<file path="src/rtl/dcma_pkg.sv">
// dcma_pkg: shared constants, beat types and back-end state codes of the
// dual-channel moving average; no dependencies
`timescale 1ns / 1ps
`default_nettype none

package dcma_pkg;

   localparam int SAMPLE_BITS    = 12;
   localparam int VREF_W         = 13;
   localparam int MEAN_W         = 20;
   localparam int UV_W           = 23;
   localparam int MEAN_FRAC      = 8;
   localparam int UV_SCALE       = 1000;
   localparam int UV_SCALE_W     = 10;
   localparam int WINDOW_DEFAULT = 30;
   localparam int QUEUE_DEPTH    = 2;

   localparam logic [VREF_W-1:0] VREF_RESET = 13'd3300;

   typedef struct packed {
      logic [SAMPLE_BITS-1:0] sample_ch1;
      logic [SAMPLE_BITS-1:0] sample_ch2;
   } req_type;

   typedef struct packed {
      logic [MEAN_W-1:0] mean_ch1;
      logic [MEAN_W-1:0] mean_ch2;
      logic [UV_W-1:0]   microvolts_ch1;
      logic [UV_W-1:0]   microvolts_ch2;
      logic              window_full;
   } rsp_type;

   typedef enum logic [2:0] {
      BK_IDLE = 3'b001,
      BK_MUL  = 3'b010,
      BK_DIV  = 3'b100
   } back_state_type;

endpackage

`default_nettype wire

</file>
<file path="src/rtl/dcma_front.sv">
// dcma_front: sample rings, running sums and write index; pushes the
// updated sums and sample count into the work queue. uses dcma_pkg
`timescale 1ns / 1ps
`default_nettype none

module dcma_front
   import dcma_pkg::*;
#(
   parameter int WINDOW = WINDOW_DEFAULT,
   localparam int IDX_W = $clog2(WINDOW),
   localparam int SUM_W = SAMPLE_BITS + $clog2(WINDOW),
   localparam int CNT_W = $clog2(WINDOW + 1),
   localparam int ENT_W = 2 * SUM_W + CNT_W + 1,
   localparam int LVL_W = $clog2(QUEUE_DEPTH + 1)
) (
   input  wire logic             clock,
   input  wire logic             reset,
   input  wire logic             req_push,
   input  wire req_type          req_data,
   output logic                  req_full,
   input  wire logic [LVL_W-1:0] q_level,
   output logic                  q_push,
   output logic [ENT_W-1:0]      q_wdata
);

   logic [SAMPLE_BITS-1:0] ring1 [WINDOW];
   logic [SAMPLE_BITS-1:0] ring2 [WINDOW];

   logic [IDX_W-1:0]       pos_ff, pos_in, wpos_ff;
   logic                   filled_ff, filled_in;
   logic [SUM_W-1:0]       sum1_ff, sum1_in, sum2_ff, sum2_in;
   logic                   v_ff;
   logic [SAMPLE_BITS-1:0] s1_ff, s2_ff, old1_ff, old2_ff;
   logic                   sub_ff, wfull_ff;
   logic [CNT_W-1:0]       cnt_ff;
   logic                   accept, pos_last;
   logic [LVL_W:0]         occupancy;

   // every beat in flight must find a queue slot
   assign occupancy = {1'b0, q_level} + (LVL_W + 1)'(v_ff);
   assign req_full  = occupancy >= (LVL_W + 1)'(QUEUE_DEPTH);
   assign accept    = req_push && !req_full;

   assign pos_last  = pos_ff == IDX_W'(WINDOW - 1);
   assign pos_in    = pos_last ? '0 : pos_ff + 1'b1;
   assign filled_in = filled_ff || pos_last;

   // oldest sample leaves the sum only once the ring has wrapped
   assign sum1_in = sum1_ff + SUM_W'(s1_ff) - (sub_ff ? SUM_W'(old1_ff) : '0);
   assign sum2_in = sum2_ff + SUM_W'(s2_ff) - (sub_ff ? SUM_W'(old2_ff) : '0);

   assign q_push  = v_ff;
   assign q_wdata = {wfull_ff, cnt_ff, sum2_in, sum1_in};

   // read slot of the new beat differs from the slot written by the previous one
   always_ff @(posedge clock) begin
      if (accept) begin
         old1_ff <= ring1[pos_ff];
         old2_ff <= ring2[pos_ff];
      end
      if (v_ff) begin
         ring1[wpos_ff] <= s1_ff;
         ring2[wpos_ff] <= s2_ff;
      end
   end

   always_ff @(posedge clock) begin
      if (accept) begin
         s1_ff    <= req_data.sample_ch1;
         s2_ff    <= req_data.sample_ch2;
         wpos_ff  <= pos_ff;
         sub_ff   <= filled_ff;
         wfull_ff <= filled_in;
         cnt_ff   <= filled_ff ? CNT_W'(WINDOW) : CNT_W'(pos_ff) + 1'b1;
      end
   end

   always_ff @(posedge clock) begin
      if (reset) begin
         v_ff      <= 1'b0;
         pos_ff    <= '0;
         filled_ff <= 1'b0;
         sum1_ff   <= '0;
         sum2_ff   <= '0;
      end else begin
         v_ff <= accept;
         if (accept) begin
            pos_ff    <= pos_in;
            filled_ff <= filled_in;
         end
         if (v_ff) begin
            sum1_ff <= sum1_in;
            sum2_ff <= sum2_in;
         end
      end
   end

endmodule

`default_nettype wire

</file>
<file path="src/rtl/dcma_queue.sv">
// dcma_queue: short flop-based fifo between front and back end
// uses dcma_pkg for its depth
`timescale 1ns / 1ps
`default_nettype none

module dcma_queue
   import dcma_pkg::*;
#(
   parameter int W = 8,
   localparam int PTR_W = $clog2(QUEUE_DEPTH),
   localparam int LVL_W = $clog2(QUEUE_DEPTH + 1)
) (
   input  wire logic          clock,
   input  wire logic          reset,
   input  wire logic          push,
   input  wire logic [W-1:0]  wdata,
   input  wire logic          pop,
   output logic [W-1:0]       rdata,
   output logic               empty,
   output logic [LVL_W-1:0]   level
);

   logic [W-1:0]     slot_ff [QUEUE_DEPTH];
   logic [PTR_W-1:0] wr_ff, rd_ff;
   logic [LVL_W-1:0] level_ff;

   function automatic logic [PTR_W-1:0] next_ptr(input logic [PTR_W-1:0] p);
      next_ptr = (p == PTR_W'(QUEUE_DEPTH - 1)) ? '0 : p + 1'b1;
   endfunction

   assign rdata = slot_ff[rd_ff];
   assign empty = level_ff == '0;
   assign level = level_ff;

   always_ff @(posedge clock) begin
      if (push) begin
         slot_ff[wr_ff] <= wdata;
      end
   end

   always_ff @(posedge clock) begin
      if (reset) begin
         wr_ff    <= '0;
         rd_ff    <= '0;
         level_ff <= '0;
      end else begin
         if (push) begin
            wr_ff <= next_ptr(wr_ff);
         end
         if (pop) begin
            rd_ff <= next_ptr(rd_ff);
         end
         if (push && !pop) begin
            level_ff <= level_ff + 1'b1;
         end else if (pop && !push) begin
            level_ff <= level_ff - 1'b1;
         end
      end
   end

endmodule

`default_nettype wire

</file>
<file path="src/rtl/dcma_div.sv">
// dcma_div: restoring divider, one quotient bit per cycle
// no package dependencies
`timescale 1ns / 1ps
`default_nettype none

module dcma_div #(
   parameter int DVD_W = 28,
   parameter int DVS_W = 5,
   localparam int STEP_W = $clog2(DVD_W + 1)
) (
   input  wire logic             clock,
   input  wire logic             reset,
   input  wire logic             start,
   input  wire logic [DVD_W-1:0] dividend,
   input  wire logic [DVS_W-1:0] divisor,
   output logic                  busy,
   output logic [DVD_W-1:0]      quotient
);

   logic [DVD_W-1:0]  quo_ff, quo_in;
   logic [DVS_W-1:0]  rem_ff, rem_in, dvs_ff;
   logic [STEP_W-1:0] step_ff;
   logic              busy_ff;
   logic [DVS_W:0]    trial;
   logic              fits;

   assign trial    = {rem_ff, quo_ff[DVD_W-1]};
   assign fits     = trial >= {1'b0, dvs_ff};
   // remainder stays below the divisor, so the top bit drops out
   assign rem_in   = fits ? DVS_W'(trial - {1'b0, dvs_ff}) : trial[DVS_W-1:0];
   assign quo_in   = {quo_ff[DVD_W-2:0], fits};
   assign busy     = busy_ff;
   assign quotient = quo_ff;

   always_ff @(posedge clock) begin
      if (start) begin
         quo_ff <= dividend;
         rem_ff <= '0;
         dvs_ff <= divisor;
      end else if (busy_ff) begin
         quo_ff <= quo_in;
         rem_ff <= rem_in;
      end
   end

   always_ff @(posedge clock) begin
      if (reset) begin
         busy_ff <= 1'b0;
         step_ff <= '0;
      end else if (start) begin
         busy_ff <= 1'b1;
         step_ff <= STEP_W'(DVD_W);
      end else if (busy_ff) begin
         step_ff <= step_ff - 1'b1;
         if (step_ff == STEP_W'(1)) begin
            busy_ff <= 1'b0;
         end
      end
   end

endmodule

`default_nettype wire

</file>
<file path="src/rtl/dcma_back.sv">
// dcma_back: scales the window sums, divides by the sample count and
// holds the result beat. uses dcma_pkg and dcma_div
`timescale 1ns / 1ps
`default_nettype none

module dcma_back
   import dcma_pkg::*;
#(
   parameter int WINDOW = WINDOW_DEFAULT,
   localparam int SUM_W   = SAMPLE_BITS + $clog2(WINDOW),
   localparam int CNT_W   = $clog2(WINDOW + 1),
   localparam int ENT_W   = 2 * SUM_W + CNT_W + 1,
   localparam int P_W     = SUM_W + VREF_W,
   localparam int PROD_W  = P_W + UV_SCALE_W,
   localparam int UV_DVD  = PROD_W - SAMPLE_BITS,
   localparam int MN_DVD  = SUM_W + MEAN_FRAC,
   localparam int DIV_W   = (UV_DVD > MN_DVD) ? UV_DVD : MN_DVD,
   localparam int LANES   = 4
) (
   input  wire logic              clock,
   input  wire logic              reset,
   input  wire logic [VREF_W-1:0] vref_mv,
   input  wire logic              q_empty,
   input  wire logic [ENT_W-1:0]  q_rdata,
   output logic                   q_pop,
   output logic                   rsp_empty,
   input  wire logic              rsp_pop,
   output rsp_type                rsp_data
);

   back_state_type   state_ff, state_in;
   logic [SUM_W-1:0] sum1_ff, sum2_ff, q_sum1, q_sum2;
   logic [CNT_W-1:0] cnt_ff, q_cnt;
   logic             wfull_ff, q_wfull;
   logic [P_W-1:0]   p1_ff, p2_ff;
   logic [PROD_W-1:0] n1, n2;
   logic [DIV_W-1:0] dvd   [LANES];
   logic [DIV_W-1:0] quo   [LANES];
   logic [LANES-1:0] busy;
   logic             start, load;
   rsp_type          rsp_ff;
   logic             rsp_valid_ff;

   assign {q_wfull, q_cnt, q_sum2, q_sum1} = q_rdata;

   assign q_pop = (state_ff == BK_IDLE) && !q_empty;
   assign start = state_ff == BK_MUL;
   assign load  = (state_ff == BK_DIV) && (busy == '0) && (!rsp_valid_ff || rsp_pop);

   // sum * vref * 1000, the 2^SAMPLE_BITS divisor is folded in as a shift
   assign n1 = PROD_W'(p1_ff) * PROD_W'(UV_SCALE);
   assign n2 = PROD_W'(p2_ff) * PROD_W'(UV_SCALE);

   assign dvd[0] = DIV_W'({sum1_ff, MEAN_FRAC'(0)});
   assign dvd[1] = DIV_W'({sum2_ff, MEAN_FRAC'(0)});
   assign dvd[2] = DIV_W'(n1[PROD_W-1:SAMPLE_BITS]);
   assign dvd[3] = DIV_W'(n2[PROD_W-1:SAMPLE_BITS]);

   for (genvar i = 0; i < LANES; i++) begin : g_lane
      dcma_div #(
         .DVD_W (DIV_W),
         .DVS_W (CNT_W)
      ) u_div (
         .clock    (clock),
         .reset    (reset),
         .start    (start),
         .dividend (dvd[i]),
         .divisor  (cnt_ff),
         .busy     (busy[i]),
         .quotient (quo[i])
      );
   end

   always_comb begin
      state_in = state_ff;
      case (state_ff)
         BK_IDLE: begin
            if (!q_empty) begin
               state_in = BK_MUL;
            end
         end
         BK_MUL: begin
            state_in = BK_DIV;
         end
         BK_DIV: begin
            if (load) begin
               state_in = BK_IDLE;
            end
         end
         default: begin
            state_in = BK_IDLE;
         end
      endcase
   end

   always_ff @(posedge clock) begin
      if (q_pop) begin
         sum1_ff  <= q_sum1;
         sum2_ff  <= q_sum2;
         cnt_ff   <= q_cnt;
         wfull_ff <= q_wfull;
         p1_ff    <= P_W'(q_sum1) * P_W'(vref_mv);
         p2_ff    <= P_W'(q_sum2) * P_W'(vref_mv);
      end
      if (load) begin
         rsp_ff.mean_ch1       <= quo[0][MEAN_W-1:0];
         rsp_ff.mean_ch2       <= quo[1][MEAN_W-1:0];
         rsp_ff.microvolts_ch1 <= quo[2][UV_W-1:0];
         rsp_ff.microvolts_ch2 <= quo[3][UV_W-1:0];
         rsp_ff.window_full    <= wfull_ff;
      end
   end

   always_ff @(posedge clock) begin
      if (reset) begin
         state_ff     <= BK_IDLE;
         rsp_valid_ff <= 1'b0;
      end else begin
         state_ff <= state_in;
         if (load) begin
            rsp_valid_ff <= 1'b1;
         end else if (rsp_pop) begin
            rsp_valid_ff <= 1'b0;
         end
      end
   end

   assign rsp_empty = !rsp_valid_ff;
   assign rsp_data  = rsp_ff;

endmodule

`default_nettype wire

</file>
<file path="src/rtl/dual_channel_moving_average.sv">
// dual_channel_moving_average: two-channel boxcar mean with microvolt scaling.
// a taken beat passes the front registers and the work queue; the back end pops
// it, starts the bit-serial dividers (BK_MUL) and loads the result beat once they
// finish and the result register is free, and pops no new beat before that load.
// synchronous reset clears sums, index, fill flag, queue and output; vref = 3300.
`timescale 1ns / 1ps
`default_nettype none

module dual_channel_moving_average
   import dcma_pkg::*;
#(
   parameter int WINDOW = WINDOW_DEFAULT,
   localparam int SUM_W = SAMPLE_BITS + $clog2(WINDOW),
   localparam int CNT_W = $clog2(WINDOW + 1),
   localparam int ENT_W = 2 * SUM_W + CNT_W + 1,
   localparam int LVL_W = $clog2(QUEUE_DEPTH + 1)
) (
   input  wire logic              clock,
   input  wire logic              reset,
   input  wire logic              req_push,
   input  wire req_type           req_data,
   output logic                   req_full,
   output logic                   rsp_empty,
   input  wire logic              rsp_pop,
   output rsp_type                rsp_data,
   input  wire logic              csr_valid,
   output logic                   csr_ready,
   input  wire logic [VREF_W-1:0] csr_data
);

   logic [VREF_W-1:0] vref_ff;
   logic              q_push, q_pop, q_empty;
   logic [ENT_W-1:0]  q_wdata, q_rdata;
   logic [LVL_W-1:0]  q_level;

   assign csr_ready = 1'b1;

   always_ff @(posedge clock) begin
      if (reset) begin
         vref_ff <= VREF_RESET;
      end else if (csr_valid && csr_ready) begin
         vref_ff <= csr_data;
      end
   end

   dcma_front #(.WINDOW (WINDOW)) u_front (
      .clock    (clock),
      .reset    (reset),
      .req_push (req_push),
      .req_data (req_data),
      .req_full (req_full),
      .q_level  (q_level),
      .q_push   (q_push),
      .q_wdata  (q_wdata)
   );

   dcma_queue #(.W (ENT_W)) u_queue (
      .clock (clock),
      .reset (reset),
      .push  (q_push),
      .wdata (q_wdata),
      .pop   (q_pop),
      .rdata (q_rdata),
      .empty (q_empty),
      .level (q_level)
   );

   dcma_back #(.WINDOW (WINDOW)) u_back (
      .clock     (clock),
      .reset     (reset),
      .vref_mv   (vref_ff),
      .q_empty   (q_empty),
      .q_rdata   (q_rdata),
      .q_pop     (q_pop),
      .rsp_empty (rsp_empty),
      .rsp_pop   (rsp_pop),
      .rsp_data  (rsp_data)
   );

endmodule

`default_nettype wire

</file>
<file path="config.mk">
export PLATFORM = sky130hd
export DESIGN_NAME = dual_channel_moving_average
export DESIGN_NICKNAME = d
export VERILOG_FILES = /design/src/rtl/dcma_pkg.sv /design/src/rtl/dcma_front.sv /design/src/rtl/dcma_queue.sv /design/src/rtl/dcma_div.sv /design/src/rtl/dcma_back.sv /design/src/rtl/dual_channel_moving_average.sv
export SDC_FILE = /design/constraint.sdc
export NUM_CORES = 2
export LEC_CHECK = 0
export ABC_CLOCK_PERIOD_IN_PS = 5600
export BUFFER_PORTS_ARGS = -buffer_cell sky130_fd_sc_hd__buf_4
export CAP_MARGIN = 20
export CORE_ASPECT_RATIO = 1.2
export CORE_MARGIN = 2
export CORE_UTILIZATION = 34
export CTS_CLUSTER_DIAMETER = 50
export CTS_CLUSTER_SIZE = 10
export DETAILED_ROUTE_END_ITERATION = 8
export GPL_ROUTABILITY_DRIVEN = 1
export PLACE_DENSITY = 0.51
export SYNTH_ARGS = -nofsm -noshare
export SYNTH_HDL_FRONTEND = slang
export SYNTH_SLANG_ARGS = --single-unit
</file>
<file path="constraint.sdc">
create_clock -name clock -period 5.6 [get_ports clock]
set_clock_uncertainty 0.05 [all_clocks]
set_input_delay 0.56 -clock clock [delete_from_list [all_inputs] [get_ports clock]]
set_output_delay 0.56 -clock clock [all_outputs]
set_load 0.02 [all_outputs]
</file>
### Yosys cells after proc, flatten, opt, wreduce, memory -nomap -nowiden

Memories as Yosys holds them, arrays and structs flattened. A register that Yosys moved wholly into a read port is not among the register bits.
Index checks and enable logic that the tools add are counted.

* output and inout port bits: 90
* bits in latches: 0
* memories kept: 3
* RAM bits: 800
* memory bits (read-only): 0
* bits in registers: 446
* word-level logic and storage cells: 162

Memories
* u_front.ring1: words 30, width 12, rd ports 1, clocked after memory_dff 1, wr ports 1, line dcma_front.sv:26 `logic [SAMPLE_BITS-1:0] ring1 [WINDOW];`
* u_front.ring2: words 30, width 12, rd ports 1, clocked after memory_dff 1, wr ports 1, line dcma_front.sv:27 `logic [SAMPLE_BITS-1:0] ring2 [WINDOW];`
* u_queue.slot_ff: words 2, width 40, rd ports 1, clocked after memory_dff 1, wr ports 1, line dcma_queue.sv:23 `logic [W-1:0] slot_ff [QUEUE_DEPTH];`

* bitwise operators: 0
* eq/ne operators: 10
* divide/modulo/power cells: 0
* shift operators: 0
* mux-type cells: 48
* $lt $le $gt $ge: 5
* multipliers: 4
* add/sub/neg operators: 18
* reduce and logical (&&, ||, !) cells: 23

Operators by type and width (number)
* $mux W28: 4
* $mux W25: 4
* $mul A30 B7 Y37 const B: 2
* $mux W5: 13
* $mul A17 B13 Y30: 2
* $add A17 B12 Y17: 2
* $sub A17 B17 Y17: 2
* $ge A6 B5 Y1: 4
* $mux W12: 2
* $eq A5 B1 Y1 const B: 4
* $mux W1: 20
* $sub A5 B1 Y5 const B: 4
* $sub A5 B5 Y5: 4
* $reduce_bool A2 Y1: 6
* $pmux W3 S3: 1
* $logic_and A1 B1 Y1: 6
* $mux W3: 2
* $add A5 B1 Y5 const B: 1
* $eq A5 B5 Y1 const B: 1
* $logic_not A1 Y1: 5
* $logic_not A4 Y1: 1
* $mux W2: 2
* $add A2 B1 Y3: 1
* $eq A3 B1 Y1 const B: 1
* 12 further kinds: 14

### Longest topological paths before layout

* depth after elaboration: 6
* mapped depth: 24
* depth with buffers taken out: 22

### Cells and area by module

From an unflattened synthesis, not the netlist that was laid out.

* cell total of the unflattened synthesis: 5413
* area, all modules: 75047.0 um^2

By module, submodules not included
* dcma_front: cells an instance 1685, area each 33530.9 um^2, times used 1, seq. area each 24243.3 um^2
* dcma_back: cells an instance 2947, area each 29727.3 um^2, times used 1, seq. area each 5695.5 um^2
* dcma_div: cells an instance 148, area each 2055.7 um^2, times used 4, seq. area each 1211.2 um^2
* dcma_queue: cells an instance 145, area each 3071.7 um^2, times used 1, seq. area each 2502.4 um^2
* dual_channel_moving_average: cells an instance 44, area each 494.2 um^2, times used 1, seq. area each 260.2 um^2

### Worst setup path after synthesis

No wires, ideal clock.

* kind: flip-flop to flip-flop
* from: register (tool-made name)
* to: register u_back.p2_ff[29] (data pin)
* path buffers: 2
* slack: -0.653 ns
* arrival: 5.943 ns
* clock period less this slack: 6.253 ns
* stages on the path, launching flop included: 24
* setup time: 0.260 ns
* cell sequence: dfxtp_1 > buf_1 > mux2_2 > clkbuf_1 > and2_1 > fa_1 > inv_1 > fa_1 > inv_1 > fa_1 > inv_1 > fa_1 > fa_1 > inv_1 > ha_1 > o21a_1 > o21ai_0 > o31ai_1 > a221oi_2 > o221ai_1 > a21oi_1 > o21ai_1 > a21oi_1 > xnor2_1

RTL lines
* end signal: assignment: line dcma_back.sv:103 `p2_ff <= P_W'(q_sum2) * P_W'(vref_mv);`
* end: declaration: line dcma_back.sv:35 `logic [P_W-1:0] p1_ff, p2_ff;`

==> results.toml <==
[logic_synthesis]
synth_fp_nets = 6467
synth_compound_area_share_pct = 4.452
synth_top_family_by_area = "adder cells"
ys_seq_elements = 1271
synth_cell_types = 74
postSynthAreaPerCell_um2 = 13.47
synth-xor-area-share_pct = 1.959
yosys.area_share.simple_pct = 6.982
synth_ff_type = "edfxtp_1"
synthCells = 5476
yosysWarnings = 0
synth_fa_ha_area_share_pct = 21.96
muxShareOfSynthArea_pct = 8.929
syn_area_mm2 = 0.07378
synth_edf_count = 1142
yosysSeqAreaShare_pct = 49.98
async_flop_share_pct = 0

[clock_network]
cts_tree = "built"
clk_pin_slew_ns = 0.05
h-tree-depth = 4
clkSinkCount = 1271
clk_latency_ns = 0.81
cts_root_buffer = "clkbuf_16"
cts.path.max_buffers = 3
cts_made_buffers = 164

[route]
wl_per_cell_um = 18.41
ant_nets = 0
drc = 0
wirelength_um = 162900
drt_iter0_drc = 2265
vias = 41620
viasPerCell = 4.704
drtPass1Iterations = 5

[global_routing]
grt_pass1_vias = 44650
grt_start_max_net_pins = 79
overflow = 0
grt_pass1_wl_um = 259100
track_usage_pct = 15.00
antenna_found_initial = 2

[final_layout]
areaGrowthSynthToFinish_pct = 17.48
fill_cells = 20260
final_area_mm2 = 0.08668
layout-drive-gt1-share_pct = 19.13
multi_input_area_mm2 = 0.03340
ff_latch_area_mm2 = 0.03690
nets = 6908

[critical_path]
path_cells = "buf_12, buf_6, buf_12, mux2_4, and2_4, fa_1, fa_2, fa_1, fa_1, inv_1, fa_1, inv_2, ha_4, a21o_1, a221o_1, a21oi_2, o311ai_4, o211ai_1, a21o_1, buf_4, o21bai_1, xnor2_1"
slowest_stage = "fa_2"
cp.arrival_ns = 6.41
crit_path_end_kind = "register"
worst_ep_required_time_ns = 6.11
r2r-end = "u_back.p1_ff[24]$_DFFE_PP_"
max_stage_delay_ns = 0.65
cp-start-kind = "register"
rrSetupSlack_ns = -0.30
crit_type = "reg2reg"
reg2regPathDepth = 22
cp_common_cell = "fa_1"
critPathMaxFanout = 6

[timing]
tightest_slew_ns = 1.082
hold_slack_ns = 0.1483
maxSlewViolCount = 0
max-slew-margin-rel_pct = 27.89
rsz0062_at_grt = "true"
finalCritPeriodShare_pct = 105.4
hold_viol_final = 0
fmax_mhz = 169.4
fin_ws_ns = -0.3018
finalSetupTns_ns = -5.282
finalSetupViolations = 25
finalCriticalPeriod_ns = 5.902

[hold_path]
hold_depth = 3
min_from = "csr_valid"
hold_path_class = "in2reg"
min_to = "vref_ff[10]$_SDFFE_PP1P_"

[place]
gp_congestion = 0.8220
postPlaceCellArea_mm2 = 0.08019
pre_cts_ws_ns = -0.4365
dp.final_hpwl_um = 115300
io_buffers = 130

[run_status]
violations = "setup timing"
status = "complete, but fails checks"

[floorplanning]
io_pins = 132
chipHeight_um = 514.3
start_util_pct = 34.16
placement_rows = 187
coreArea_mm2 = 0.2160
dieArea_mm2 = 0.2207
die_w_um = 429.2

[flow_run]
drv_cap = 0
[critical path, delay by kind of cell, from the launching register on]
kind	cells	cell delay [ns]
and+or+nand+nor	1	0.17
muxes	1	0.32
xor gates and xnor gates	1	0.12
adders and majority gates	6	2.76
AOI/OAI and AO/OA	7	1.29
buffers and inverters	6	0.60
DFF	1	0.36
[per-layer routing]
layer	share of wire, %	vias up	track usage [%]	wire (um)
met2	50	685	26.12	81360
met1	44	21130	19.36	71340
li1	-	19560	-	-
met3	3.6	240	2.072	5835
met4	2.7	0	4.507	4373
met5	0	-	0	0
[cell type report]
cell class	instances	area share, %
multi-input cells	3084	38.54
diodes	2	0.005774
clock buffers	210	4.993
well taps	2835	4.092
flip-flops and latches	1271	42.57
clock inverters	50	0.9036
inverters	911	3.949
repair buffers	485	4.947
[layout by cell type (no fill, tap or decap), drive strengths merged, types with 8 or more instances in the layout]
cell type and instances:
or2 11, clkinv 28, bufinv 9, a21oi 151
clkbuf 210, buf 440, nand2b 28, nand3 61
mux4 216, o31ai 11, xnor2 102, nor2b 21
or3 8, dlygate4sd3 44, fa 576, xor2 63
a21o 73, nand2 433, nand4 13, a31oi 12
inv 919, o21bai 17, a211oi 25, ha 373
and2 241, nand3b 8, o211ai 10, o21ai 120
dfxtp 129, nor2 199, and3 18, mux2i 72
edfxtp 1142, o21a 18, mux2 89, nor3 28
[worst max path at each step]
stage | slack (ns) | endpoint | start
after floorplan | -0.11 | u_back.p2_ff[26]$_DFFE_PP_ | register
after global placement | -0.42 | u_back.p2_ff[28]$_DFFE_PP_ | register
after detailed placement | -0.44 | u_back.p2_ff[26]$_DFFE_PP_ | register
after CTS | -0.33 | u_back.p2_ff[21]$_DFFE_PP_ | register
after global routing | -0.53 | u_back.p1_ff[24]$_DFFE_PP_ | register
final | -0.30 | u_back.p1_ff[24]$_DFFE_PP_ | register
[metrics by stage]
step / instances / util (%)
6_report: 8848 / 40.14
3_5_place_dp: 8505 / 37.13
3_3_place_gp: 8505 / 37.13
2_1_floorplan: 5476 / -
4_1_cts: 8837 / 40.05
5_1_grt: 8846 / 40.13
[synthesized netlist by cell type, drive strengths merged (28+ instances only)]
library cell | instances | area, um^2
a21o | 73 | 548.0
a21oi | 151 | 763.2
and2 | 241 | 1508
buf | 53 | 222.7
clkbuf | 157 | 589.3
dfxtp | 129 | 2582
edfxtp | 1142 | 34290
fa | 576 | 11530
ha | 373 | 4667
inv | 909 | 3412
mux2 | 89 | 1002
mux2i | 72 | 720.7
mux4 | 216 | 4865
nand2 | 433 | 1625
nand2b | 28 | 175.2
nand3 | 61 | 305.3
nor2 | 199 | 747.0
nor3 | 28 | 140.1
o21ai | 120 | 611.8
xnor2 | 102 | 893.4
xor2 | 63 | 551.8
[flip-flops by register name (all words and copies together), names as in the netlist, 17 cells and up, named ones only]
name	cells
u_back.sum2_ff	17
u_back.g_lane.u_div.step_ff	20
u_back.p2_ff	30
u_back.g_lane.u_div.quotient	112
u_back.sum1_ff	17
u_front.sum1_ff	17
u_back.rsp_data	87
u_queue.slot_ff	80
u_back.p1_ff	30
u_front.sum2_ff	17
u_front.ring1	360
u_back.g_lane.u_div.rem_ff	20
u_front.ring2	360
[repair_timing]
action,4_1_cts,5_1_grt
gates cloned,2,0
setup buffers,29,11
hold buffers,44,0
endpoints found under the setup margin,26,37
resized for setup,111,40
endpoints found under the hold margin,38,0
pin swaps,95,45
[logic make-up (layout without fill, tap and decap cells)]
family / count (synthesis) / after routing
AOI/OAI and AO/OA: 505 / 505
and+or+nand+nor: 1087 / 1087
DFF: 1271 / 1271
adders and majority gates: 949 / 949
buffers and inverters: 1121 / 1656
other: 1 / 3
xor gates and xnor gates: 165 / 165
muxes: 377 / 377
Power is left out: the tool's default activity adds up to more than one toggle a clock period on the data nets, which glitch-free logic cannot reach.
